File: src/ipaf_pkg.sv
// Shared types, function codes and the prefix-to-mask helper for the
// IPv4 prefix access filter. No dependencies.
`default_nettype none

package ipaf_pkg;

  localparam int unsigned AddrBits = 32;
  localparam int unsigned LenBits  = 6;

  localparam logic [AddrBits-1:0] AllOnes = 32'hFFFF_FFFF;

  // Item function codes carried in tuser
  typedef enum logic [1:0] {
    FuncClear    = 2'd0,
    FuncAddAllow = 2'd1,
    FuncAddDeny  = 2'd2,
    FuncCheck    = 2'd3
  } func_e;

  // One stored rule: compare mask over the rule address
  typedef struct packed {
    logic [AddrBits-1:0] mask;
    logic [AddrBits-1:0] addr;
  } rule_t;

  // Mask of len leading ones, saturating at the address width
  function automatic logic [AddrBits-1:0] prefix_mask(logic [LenBits-1:0] len);
    logic [LenBits-1:0] n;
    logic [AddrBits-1:0] m;
    begin
      n = (len > LenBits'(AddrBits)) ? LenBits'(AddrBits) : len;
      if (n == '0) begin
        m = '0;
      end else begin
        m = AllOnes << (LenBits'(AddrBits) - n);
      end
      return m;
    end
  endfunction

endpackage

`default_nettype wire

File: src/ipaf_rule_mem.sv
// Rule store for both lists: one write port, one registered read port.
// Depends on ipaf_pkg for the rule entry type.
`default_nettype none

module ipaf_rule_mem
  import ipaf_pkg::*;
#(
  parameter int unsigned AddrW = 5
) (
  input  wire logic             clk_i,
  input  wire logic             wr_en_i,
  input  wire logic [AddrW-1:0] wr_addr_i,
  input  wire rule_t            wr_data_i,
  input  wire logic             rd_en_i,
  input  wire logic [AddrW-1:0] rd_addr_i,
  output      rule_t            rd_data_o
);

  localparam int unsigned Depth = 2 ** AddrW;

  rule_t mem_q [Depth];
  rule_t rd_data_q;

  // Write a new rule
  always_ff @(posedge clk_i) begin
    if (wr_en_i) begin
      mem_q[wr_addr_i] <= wr_data_i;
    end
  end

  // Register the read data
  always_ff @(posedge clk_i) begin
    if (rd_en_i) begin
      rd_data_q <= mem_q[rd_addr_i];
    end
  end

  assign rd_data_o = rd_data_q;

endmodule

`default_nettype wire

File: src/ipaf_match.sv
// Shared prefix compare unit: tests one address against one rule.
// Depends on ipaf_pkg for the rule entry type.
`default_nettype none

module ipaf_match
  import ipaf_pkg::*;
(
  input  wire logic [AddrBits-1:0] ip_i,
  input  wire rule_t               rule_i,
  output      logic                hit_o
);

  // Compare only the bits under the mask
  assign hit_o = ((ip_i & rule_i.mask) == (rule_i.addr & rule_i.mask));

endmodule

`default_nettype wire

File: src/ip_prefix_access_filter.sv
// IPv4 prefix access filter: accept/reject rule lists with a scan sequencer.
// Depends on ipaf_pkg, ipaf_rule_mem and ipaf_match.
//
// Usage:
//   Input items arrive on the s_axis group. tuser selects the function:
//   clear both lists, add an accept rule, add a reject rule, or check an
//   address. tdata carries the address and the prefix length of a rule.
//   Every item gives exactly one result item on the m_axis group:
//   permitted (checks) and status (1 when an add hit a full list).
//   Clear and add items finish in the cycle they are accepted; the result
//   is registered and visible in the next cycle. A check walks the accept
//   list, then the reject list, one rule per cycle through the read port
//   of the rule memory; a match ends the walk sooner. The verdict then
//   waits in the finish state until the output register is free.
//   The input is not ready while a check is in progress, nor while a result
//   waits in the output register and the receiver holds tready low.
//   Reset empties both lists and the output register; rule contents are
//   not cleared, only the counts.
`default_nettype none

module ip_prefix_access_filter
  import ipaf_pkg::*;
#(
  parameter int unsigned RULES_PER_LIST = 16
) (
  input  wire logic        clk_i,
  input  wire logic        rst_ni,
  input  wire logic        s_axis_tvalid_i,
  output      logic        s_axis_tready_o,
  input  wire logic [39:0] s_axis_tdata_i,  // [31:0] address, [37:32] prefix_len, [39:38] zero
  input  wire logic [1:0]  s_axis_tuser_i,  // [1:0] func
  output      logic        m_axis_tvalid_o,
  input  wire logic        m_axis_tready_i,
  output      logic [7:0]  m_axis_tdata_o   // [0] permitted, [1] status, [7:2] zero
);

  localparam int unsigned IdxW  = (RULES_PER_LIST > 1) ? $clog2(RULES_PER_LIST) : 1;
  localparam int unsigned CntW  = $clog2(RULES_PER_LIST + 1);
  localparam int unsigned MemAW = IdxW + 1;
  localparam logic [CntW-1:0] FullCnt = CntW'(RULES_PER_LIST);

  typedef enum logic [2:0] {
    StIdle   = 3'b001,
    StScan   = 3'b010,
    StFinish = 3'b100
  } state_e;

  state_e state_q, state_d;

  logic [CntW-1:0]     allow_cnt_q, allow_cnt_d;
  logic [CntW-1:0]     deny_cnt_q, deny_cnt_d;
  logic [CntW-1:0]     idx_q, idx_d;
  logic                list_q, list_d;
  logic                pend_q, pend_d;
  logic                perm_q, perm_d;
  logic [AddrBits-1:0] ip_q, ip_d;

  logic out_vld_q, out_vld_d;
  logic out_perm_q, out_perm_d;
  logic out_stat_q, out_stat_d;

  logic                in_acc;
  logic                out_free;
  func_e               func;
  logic [AddrBits-1:0] in_addr;
  logic [LenBits-1:0]  in_len;

  logic             wr_en;
  logic [MemAW-1:0] wr_addr;
  rule_t            wr_rule;
  logic             rd_en;
  logic [MemAW-1:0] rd_addr;
  rule_t            rd_rule;
  logic             hit;
  logic [CntW-1:0]  cur_cnt;
  logic             issue;

  assign func    = func_e'(s_axis_tuser_i);
  assign in_addr = s_axis_tdata_i[AddrBits-1:0];
  assign in_len  = s_axis_tdata_i[AddrBits+LenBits-1:AddrBits];

  assign out_free        = !out_vld_q || m_axis_tready_i;
  assign s_axis_tready_o = (state_q == StIdle) && out_free;
  assign in_acc          = s_axis_tvalid_i && s_axis_tready_o;

  assign cur_cnt = list_q ? deny_cnt_q : allow_cnt_q;
  assign issue   = (state_q == StScan) && (idx_q < cur_cnt);
  assign rd_en   = issue;
  assign rd_addr = {list_q, idx_q[IdxW-1:0]};

  assign wr_rule.addr = in_addr;
  assign wr_rule.mask = prefix_mask(in_len);

  ipaf_rule_mem #(
    .AddrW(MemAW)
  ) u_rule_mem (
    .clk_i    (clk_i),
    .wr_en_i  (wr_en),
    .wr_addr_i(wr_addr),
    .wr_data_i(wr_rule),
    .rd_en_i  (rd_en),
    .rd_addr_i(rd_addr),
    .rd_data_o(rd_rule)
  );

  ipaf_match u_match (
    .ip_i  (ip_q),
    .rule_i(rd_rule),
    .hit_o (hit)
  );

  // Sequencer: decode items, walk the lists, hand results to the output
  always_comb begin
    state_d     = state_q;
    allow_cnt_d = allow_cnt_q;
    deny_cnt_d  = deny_cnt_q;
    idx_d       = idx_q;
    list_d      = list_q;
    pend_d      = pend_q;
    perm_d      = perm_q;
    ip_d        = ip_q;
    out_vld_d   = out_vld_q && !m_axis_tready_i;
    out_perm_d  = out_perm_q;
    out_stat_d  = out_stat_q;
    wr_en       = 1'b0;
    wr_addr     = {1'b0, allow_cnt_q[IdxW-1:0]};

    unique case (state_q)
      StIdle: begin
        if (in_acc) begin
          unique case (func)
            FuncClear: begin
              allow_cnt_d = '0;
              deny_cnt_d  = '0;
              out_vld_d   = 1'b1;
              out_perm_d  = 1'b0;
              out_stat_d  = 1'b0;
            end
            FuncAddAllow: begin
              out_vld_d  = 1'b1;
              out_perm_d = 1'b0;
              out_stat_d = (allow_cnt_q == FullCnt);
              if (allow_cnt_q != FullCnt) begin
                wr_en       = 1'b1;
                wr_addr     = {1'b0, allow_cnt_q[IdxW-1:0]};
                allow_cnt_d = allow_cnt_q + CntW'(1);
              end
            end
            FuncAddDeny: begin
              out_vld_d  = 1'b1;
              out_perm_d = 1'b0;
              out_stat_d = (deny_cnt_q == FullCnt);
              if (deny_cnt_q != FullCnt) begin
                wr_en      = 1'b1;
                wr_addr    = {1'b1, deny_cnt_q[IdxW-1:0]};
                deny_cnt_d = deny_cnt_q + CntW'(1);
              end
            end
            FuncCheck: begin
              ip_d    = in_addr;
              list_d  = 1'b0;
              idx_d   = '0;
              pend_d  = 1'b0;
              state_d = StScan;
            end
            default: begin
              state_d = StIdle;
            end
          endcase
        end
      end
      StScan: begin
        pend_d = issue;
        idx_d  = idx_q + CntW'(issue);
        if (pend_q && hit) begin
          // Accept list match permits, reject list match denies
          perm_d  = !list_q;
          pend_d  = 1'b0;
          state_d = StFinish;
        end else if (!issue && !pend_q) begin
          if (!list_q) begin
            list_d = 1'b1;
            idx_d  = '0;
          end else begin
            perm_d  = 1'b1;
            state_d = StFinish;
          end
        end
      end
      StFinish: begin
        // Hold the verdict until the output register is free
        if (out_free) begin
          out_vld_d  = 1'b1;
          out_perm_d = perm_q;
          out_stat_d = 1'b0;
          state_d    = StIdle;
        end
      end
      default: begin
        state_d = StIdle;
      end
    endcase
  end

  // Control registers
  always_ff @(posedge clk_i or negedge rst_ni) begin
    if (!rst_ni) begin
      state_q     <= StIdle;
      allow_cnt_q <= '0;
      deny_cnt_q  <= '0;
      pend_q      <= 1'b0;
      out_vld_q   <= 1'b0;
    end else begin
      state_q     <= state_d;
      allow_cnt_q <= allow_cnt_d;
      deny_cnt_q  <= deny_cnt_d;
      pend_q      <= pend_d;
      out_vld_q   <= out_vld_d;
    end
  end

  // Payload registers
  always_ff @(posedge clk_i) begin
    idx_q      <= idx_d;
    list_q     <= list_d;
    perm_q     <= perm_d;
    ip_q       <= ip_d;
    out_perm_q <= out_perm_d;
    out_stat_q <= out_stat_d;
  end

  assign m_axis_tvalid_o = out_vld_q;
  assign m_axis_tdata_o  = {6'b0, out_stat_q, out_perm_q};

endmodule

`default_nettype wire
File: config.mk
export PLATFORM = sky130hd
export DESIGN_NAME = ip_prefix_access_filter
export DESIGN_NICKNAME = d
export VERILOG_FILES = /design/src/ipaf_pkg.sv /design/src/ipaf_rule_mem.sv /design/src/ipaf_match.sv /design/src/ip_prefix_access_filter.sv
export SDC_FILE = /design/constraint.sdc
export NUM_CORES = 2
export LEC_CHECK = 0
export BUFFER_PORTS_ARGS = -buffer_cell sky130_fd_sc_hd__buf_2
export CORE_MARGIN = 5
export CORE_UTILIZATION = 50
export CTS_BUF_LIST = sky130_fd_sc_hd__clkbuf_2
export CTS_CLUSTER_SIZE = 30
export DETAILED_ROUTE_END_ITERATION = 6
export HOLD_SLACK_MARGIN = 0.12
export PLACE_DENSITY = 0.68
export SYNTH_ARGS = -nofsm -noshare
export SYNTH_HDL_FRONTEND = slang
export SYNTH_SLANG_ARGS = --single-unit
File: constraint.sdc
create_clock -name clk_i -period 5 [get_ports clk_i]
set_input_delay 0.5 -clock clk_i [delete_from_list [all_inputs] [get_ports clk_i]]
set_output_delay 0.5 -clock clk_i [all_outputs]
set_load 0.03 [all_outputs]
Word-level counts from Yosys, hierarchy flattened
Memories as Yosys holds them, arrays and structs flattened. A register that Yosys moved wholly into a read port is not among the register bits.
Cells that the tools add are included.
W data, S select, Z words.
Storage, ports and cells
  bits in registers: 56
  memory bits (writable): 2048
  bits of input ports: 46
  output and inout bits: 10
  memories: 1
Memories
  u_rule_mem.mem_q: words 32, bits a word 64, read ports 1, clocked after Yosys merged registers in 1, wr ports 1, line ipaf_rule_mem.sv:21  | rule_t mem_q [Depth];
Cells by class
  $add $sub $neg: 4
  $lt $le $gt $ge: 2
  equal/unequal tests: 22
  shift operators: 1
  mux-type cells: 53
  bitwise gates (word level): 2
  reductions and logical operators: 30
Operator list (count)
  $and A32 B32 Y32: 2
  $mux W5: 12
  $eq A32 B32 Y1: 1
  $mux W32: 1
  $shl A32 B6 Y32 const A: 1
  $pmux W5 S2: 3
  $mux W1: 22
  $mux W3: 6
  $reduce_and A4 Y1: 4
  $ne A2 B2 Y1 const B: 6
  $pmux W1 S2: 6
  $reduce_bool A2 Y1: 6
  $add A5 B1 Y5 const B: 2
  $eq A5 B5 Y1 const B: 2
  $ne A5 B5 Y1 const B: 2
  $reduce_and A5 Y1: 2
  $pmux W3 S3: 1
  $reduce_and A3 Y1: 3
  $gt A6 B6 Y1 const B: 1
  $logic_and A1 B1 Y1: 6
  $logic_not A6 Y1: 1
  $mux W6: 1
  $sub A6 B6 Y6 const A: 1
  $add A5 B1 Y5: 1
  15 further kinds: 21

Depth between registers and ports, before layout
  depth after elaboration: 8
  gate-level depth with buffers: 12
  gate-level depth less buffers: 10

Cells and area by module
Synthesis repeated with hierarchy kept, for this count alone.
Unflattened totals
  cells, all modules: 3422
  area, all modules: 83214.8 um^2
Modules (own cells, without submodules)
  ipaf_rule_mem: instances 1, cells an instance 3096, area an instance 79605.1 um^2
  ip_prefix_access_filter: instances 1, cells an instance 273, area an instance 3171.8 um^2
  ipaf_match: instances 1, cells an instance 53, area an instance 437.9 um^2

Least setup slack after synthesis
Ideal clock, no wire load.
  path kind: reg2reg
  from: register out_vld_q (netlist: m_axis_tvalid_o)
  to: memory u_rule_mem.mem_q[18][0] in the netlist's numbering, enable pin
  data arrival time: 4782 ps
  data required time: 4513 ps
  setup slack: -268 ps
  cell stages (with the launch flop): 8
  cells stage by stage: dfrtp_1 -> nor2b_1 -> or3_1 -> clkbuf_1 -> or2_2 -> clkbuf_2 -> or3_2 -> nor2_1
Between the ends
  word-level cells in the longest chain between the ends: 8
  elaborated cells on any way between the ends: 10
  classes of those cells: mux: 6; reduce/logical: 4
Ends and longest elaborated chain
  from (decl): line ip_prefix_access_filter.sv:58  | logic out_vld_q, out_vld_d;
  from (signal assigned): line ip_prefix_access_filter.sv:218  | out_vld_q <= out_vld_d;
  $logic_not A1 Y1 (*): line ip_prefix_access_filter.sv:82  | assign out_free = !out_vld_q || m_axis_tready_i;
  $logic_or A1 B1 Y1 (*): line ip_prefix_access_filter.sv:82
  $logic_and A1 B1 Y1 (*): line ip_prefix_access_filter.sv:83  | assign s_axis_tready_o = (state_q == StIdle) && out_free;
  $logic_and A1 B1 Y1 (*): line ip_prefix_access_filter.sv:84  | assign in_acc = s_axis_tvalid_i && s_axis_tready_o;
  $mux W1: line ip_prefix_access_filter.sv:130  | if (in_acc) begin
  $mux W1: line ip_prefix_access_filter.sv:128  | unique case (state_q)
  $mux W1: line ipaf_rule_mem.sv:26  | if (wr_en_i) begin
  $mux W1 (implied by the code): line ipaf_rule_mem.sv:27  | mem_q[wr_addr_i] <= wr_data_i;
  to (decl): line ipaf_rule_mem.sv:21
Every way passes the cells marked *; elsewhere a longest branch is shown, timed or not.

==> flow_summary.toml <==
[sta]
holdWs_ns = 0.3889
skew_ns = 0.09502
timing.final.crit_period_ns = 4.154
max_slew_margin = 0.1383
worstMarginPinSlew_ns = 1.293
slew_violations = 0
setup_viol = 0
hold_viol = 0
period_share = 0.8307
rsz0062_at_grt = "no"
clock.fmax_mhz = 240.8

[logic_synthesis]
yosys.area.top_type_share = 0.7799
synthArstFlopShare = 0.006919
ys.flop_type = "edfxtp_1"
synth_edf_count = 2153
ys_ff_latch = 2168
avgSynthCellArea_um2 = 24.78
synth_top_family_by_area = "multiplexers"
syn_inst = 3345
synth_seq_area_share = 0.7844
syn_area_um2 = 82900
ys_top_cells_by_area = "edfxtp_1 (78%), mux4_2 (17%), mux2_2 (0.88%)"
synth.area.mux_share = 0.1833
synthXorXnorAreaFrac = 0.004120
yosysWarnings = 0
synthAdderAreaFrac = 0.002717
synth_area_leader_cell = "edfxtp_1"
ys_types = 58
yosys.area_share.simple = 0.008618
synth_compound_area_frac = 0.005811

[clocking]
clock_latency_ns = 1.78
clock-sinks = 2168
postCtsSetupBuffers = 0
ctsLongestPathBuffers = 4
cts_buffers = 534
root_buffer = "clkbuf_2"
cts.clk_slew.worst_paths_ns = 0.11
cts_tree = "yes"
cts_max_level = 6

[grt]
grt_max_degree = 133
grt_pass1_vias = 40780
grtUsageTotal = 0.2209
grt_pass1_wl_um = 277800
overflow = 0
grt_antenna_before_repair = 7

[min_path]
holdPathEnd = "u_rule_mem.mem_q[8][8]"
hp-class = "in2reg"
worstHoldPathCells = 4
min-delay-start = "s_axis_tdata_i[8]"

[worst_setup_path]
crit_top_cell = "dlygate4sd3_1"
r2r_end = "u_rule_mem.mem_q[24][26]"
critical_path.cell_chain = "dlygate4sd3_1, buf_2, dlygate4sd3_1, nand2_1, dlygate4sd3_1, and3_1, dlygate4sd3_1, o21ai_1, dlygate4sd3_1, dlygate4sd3_1, buf_4, dlygate4sd3_1"
reg2reg_depth = 7
cp-start-kind = "input port"
r2r-start = "state_q[0]"
path_buf_inv = 9
crit_path_end_kind = "flop"
crit_fanout = 25
critical_path.max_stage_delay_ns = 0.85
cp_data_arrival_time_ns = 5.64
path_class = "in2reg"
cp_top_family = "buffers and inverters"
cp.required_ns = 6.49
r2r_setup_slack_ns = 1.04
cp_slowest_cell = "dlygate4sd3_1"

[detailed_routing]
drtAntennaViolNets = 0
routed-via-count = 39040
viasPerCell = 5.986
wire_per_inst_um = 29.21
finalWirelength_um = 190500
drc = 0
drtIter0Drc = 4159
drtPass1Iterations = 5

[floorplanning]
fp.dieH_um = 417.2
initial_core_util = 0.5025
fp.dieArea_um2 = 174000
std_cell_rows = 149
core_area_um2 = 165000
io_pins = 56
die_x_um = 417.2

[pwr]
power_switching_mw = 7.709
p_sw_frac = 0.2361
powerDensity_nw_per_um2 = 353.2
seqPwrFrac = 0.623
comb_power_share = 0.048
intPower_mw = 24.94
clkPwrFrac = 0.330
peakVddDrop_v = 0.0002449
leakage_nw = 29.55
finalPower_mw = 32.65

[placed_design]
dp_hpwl_um = 95270
portBuffers = 47
gp_congestion = 0.7434
dpl_cell_area_um2 = 87070

[run]
drv_cap = 0

[cells_and_area]
synthToLayoutAreaGrowth_pct = 11.51
fin_area_um2 = 92450
drive_gt1_frac = 0.3999
final_core_util = 0.5603
final_nets = 4062

[outcome]
status = "finished clean"
==> synth_stat cells, types with 3 or more instances <==
master,number
and3_1,4
buf_2,31
a22o_1,8
nor2_1,61
nor2b_1,6
a22oi_1,11
o21ai_0,18
buf_1,19
nand3_1,9
nand4_1,6
inv_1,19
nand2b_1,4
mux2_2,65
dfrtp_1,14
nand3b_1,3
mux4_2,640
edfxtp_1,2153
nand2_1,21
mux2i_1,5
clkbuf_1,82
nor3_1,14
a21oi_1,18
xor2_1,38
buf_4,31
ha_1,18
o21a_1,3
buf_6,6
==> registers in the layout (all words and copies together) (netlist names), 3 cells and up <==
| register | cells |
|---|---|
| allow_cnt_q | 5 |
| deny_cnt_q | 5 |
| idx_q | 5 |
| ip_q | 32 |
| state_q | 3 |
| u_rule_mem.mem_q | 2048 |
| u_rule_mem.rd_data_o | 64 |
==> worst max path at each step <==
stage	from	end	slack (ns)	cells after the start
final	s_axis_tdata_i[37]	u_rule_mem.mem_q[17][60]	0.85	12
after global placement	s_axis_tuser_i[0]	u_rule_mem.mem_q[24][27]	1.08	9
after detailed placement	s_axis_tuser_i[0]	u_rule_mem.mem_q[8][28]	1.07	9
after floorplan	m_axis_tvalid_o	u_rule_mem.mem_q[18][0]	-0.27	7
after global routing	s_axis_tdata_i[37]	u_rule_mem.mem_q[4][60]	0.95	12
after CTS	state_q[0]	u_rule_mem.mem_q[24][24]	1.05	7
==> cell families (layout without fill, tap and decap cells) <==
family | count (synthesis) | in the layout
AO/OA/AOI/OAI | 74 | 74
multiplexers | 710 | 710
buffers and inverters | 189 | 1160
adder cells (fa/ha/maj) | 18 | 18
other | 1 | 17
XOR/XNOR | 39 | 39
flip-flops | 2168 | 2168
AND/OR/NAND/NOR | 146 | 146
==> area by class of cell <==
type	instances	area [um^2]
clock buffers	752	3764
diodes	11	27.53
inverters	19	71.32
flip-flops and latches	2168	65030
well taps	2189	2739
multi-input cells	993	17280
fillers	12250	72540
repair buffers	282	3040
clock inverters	107	495.5
==> power by group through the flow <==
| stage | registers, mW | clock network (mW) | logic (mW) |
|---|---|---|---|
| final | 20.3 | 10.8 | 1.55 |
| after global placement | 20.7 | 0 | 1.44 |
| after global routing | 20.3 | 12.1 | 1.66 |
| after floorplan | 20.7 | 0 | 0.896 |
| after detailed placement | 20.7 | 0 | 1.48 |
| after CTS | 20.3 | 11.1 | 1.56 |
==> routing by layer <==
layer	GRT usage	routed length [um]
met1	0.3028	75250
met2	0.3637	96310
met3	0.04680	14340
met4	0.06495	4550
met5	0	17
==> stage by stage <==
step	TNS (ns)	setup slack, ns	cells
finish	0	0.8465	6521
global placement	0	1.083	5546
floorplan	-334.60	-0.2684	3350
CTS	0	1.052	6510
detailed placement	0	1.071	5546
global route	0	0.9501	6520
==> worst register-to-register path, stage by stage (launching register included) <==
cell and delay, ns:
dfstp_2 0.58, nand3b_1 0.14, or3_1 0.45, or2_2 0.40
a21oi_1 0.24, nand4_2 0.51, nor2_4 0.92, buf_12 0.32
==> what timing repair did <==
item | 4_1_cts | 5_1_grt
endpoints found under the hold margin | 3456 | 0
setup endpoints to repair | 0 | 0
hold buffers | 105 | 0
gates resized for setup | 0 | 0
==> layout by cell type, fill, tap and decap left out, types with 6 or more instances in the layout <==
| cell | count |
|---|---|
| mux2_2 | 65 |
| a21oi_1 | 9 |
| nor2_4 | 32 |
| o21ai_1 | 9 |
| xor2_1 | 38 |
| a22o_1 | 8 |
| clkbuf_2 | 752 |
| dfrtp_1 | 14 |
| nor3_1 | 13 |
| nand2_1 | 21 |
| clkinv_2 | 12 |
| inv_2 | 19 |
| clkinv_1 | 73 |
| nand4_1 | 6 |
| buf_4 | 71 |
| diode_2 | 11 |
| o21ai_0 | 8 |
| ha_1 | 18 |
| buf_12 | 63 |
| dlygate4sd3_1 | 101 |
| buf_2 | 47 |
| a22oi_1 | 11 |
| nor2b_1 | 6 |
| a21oi_2 | 9 |
| nor2_1 | 29 |
| inv_1 | 19 |
| conb_1 | 6 |
| nand3_1 | 9 |
| edfxtp_1 | 2153 |
| mux4_2 | 640 |
No activity file was read; power rests on OpenSTA's default activity.
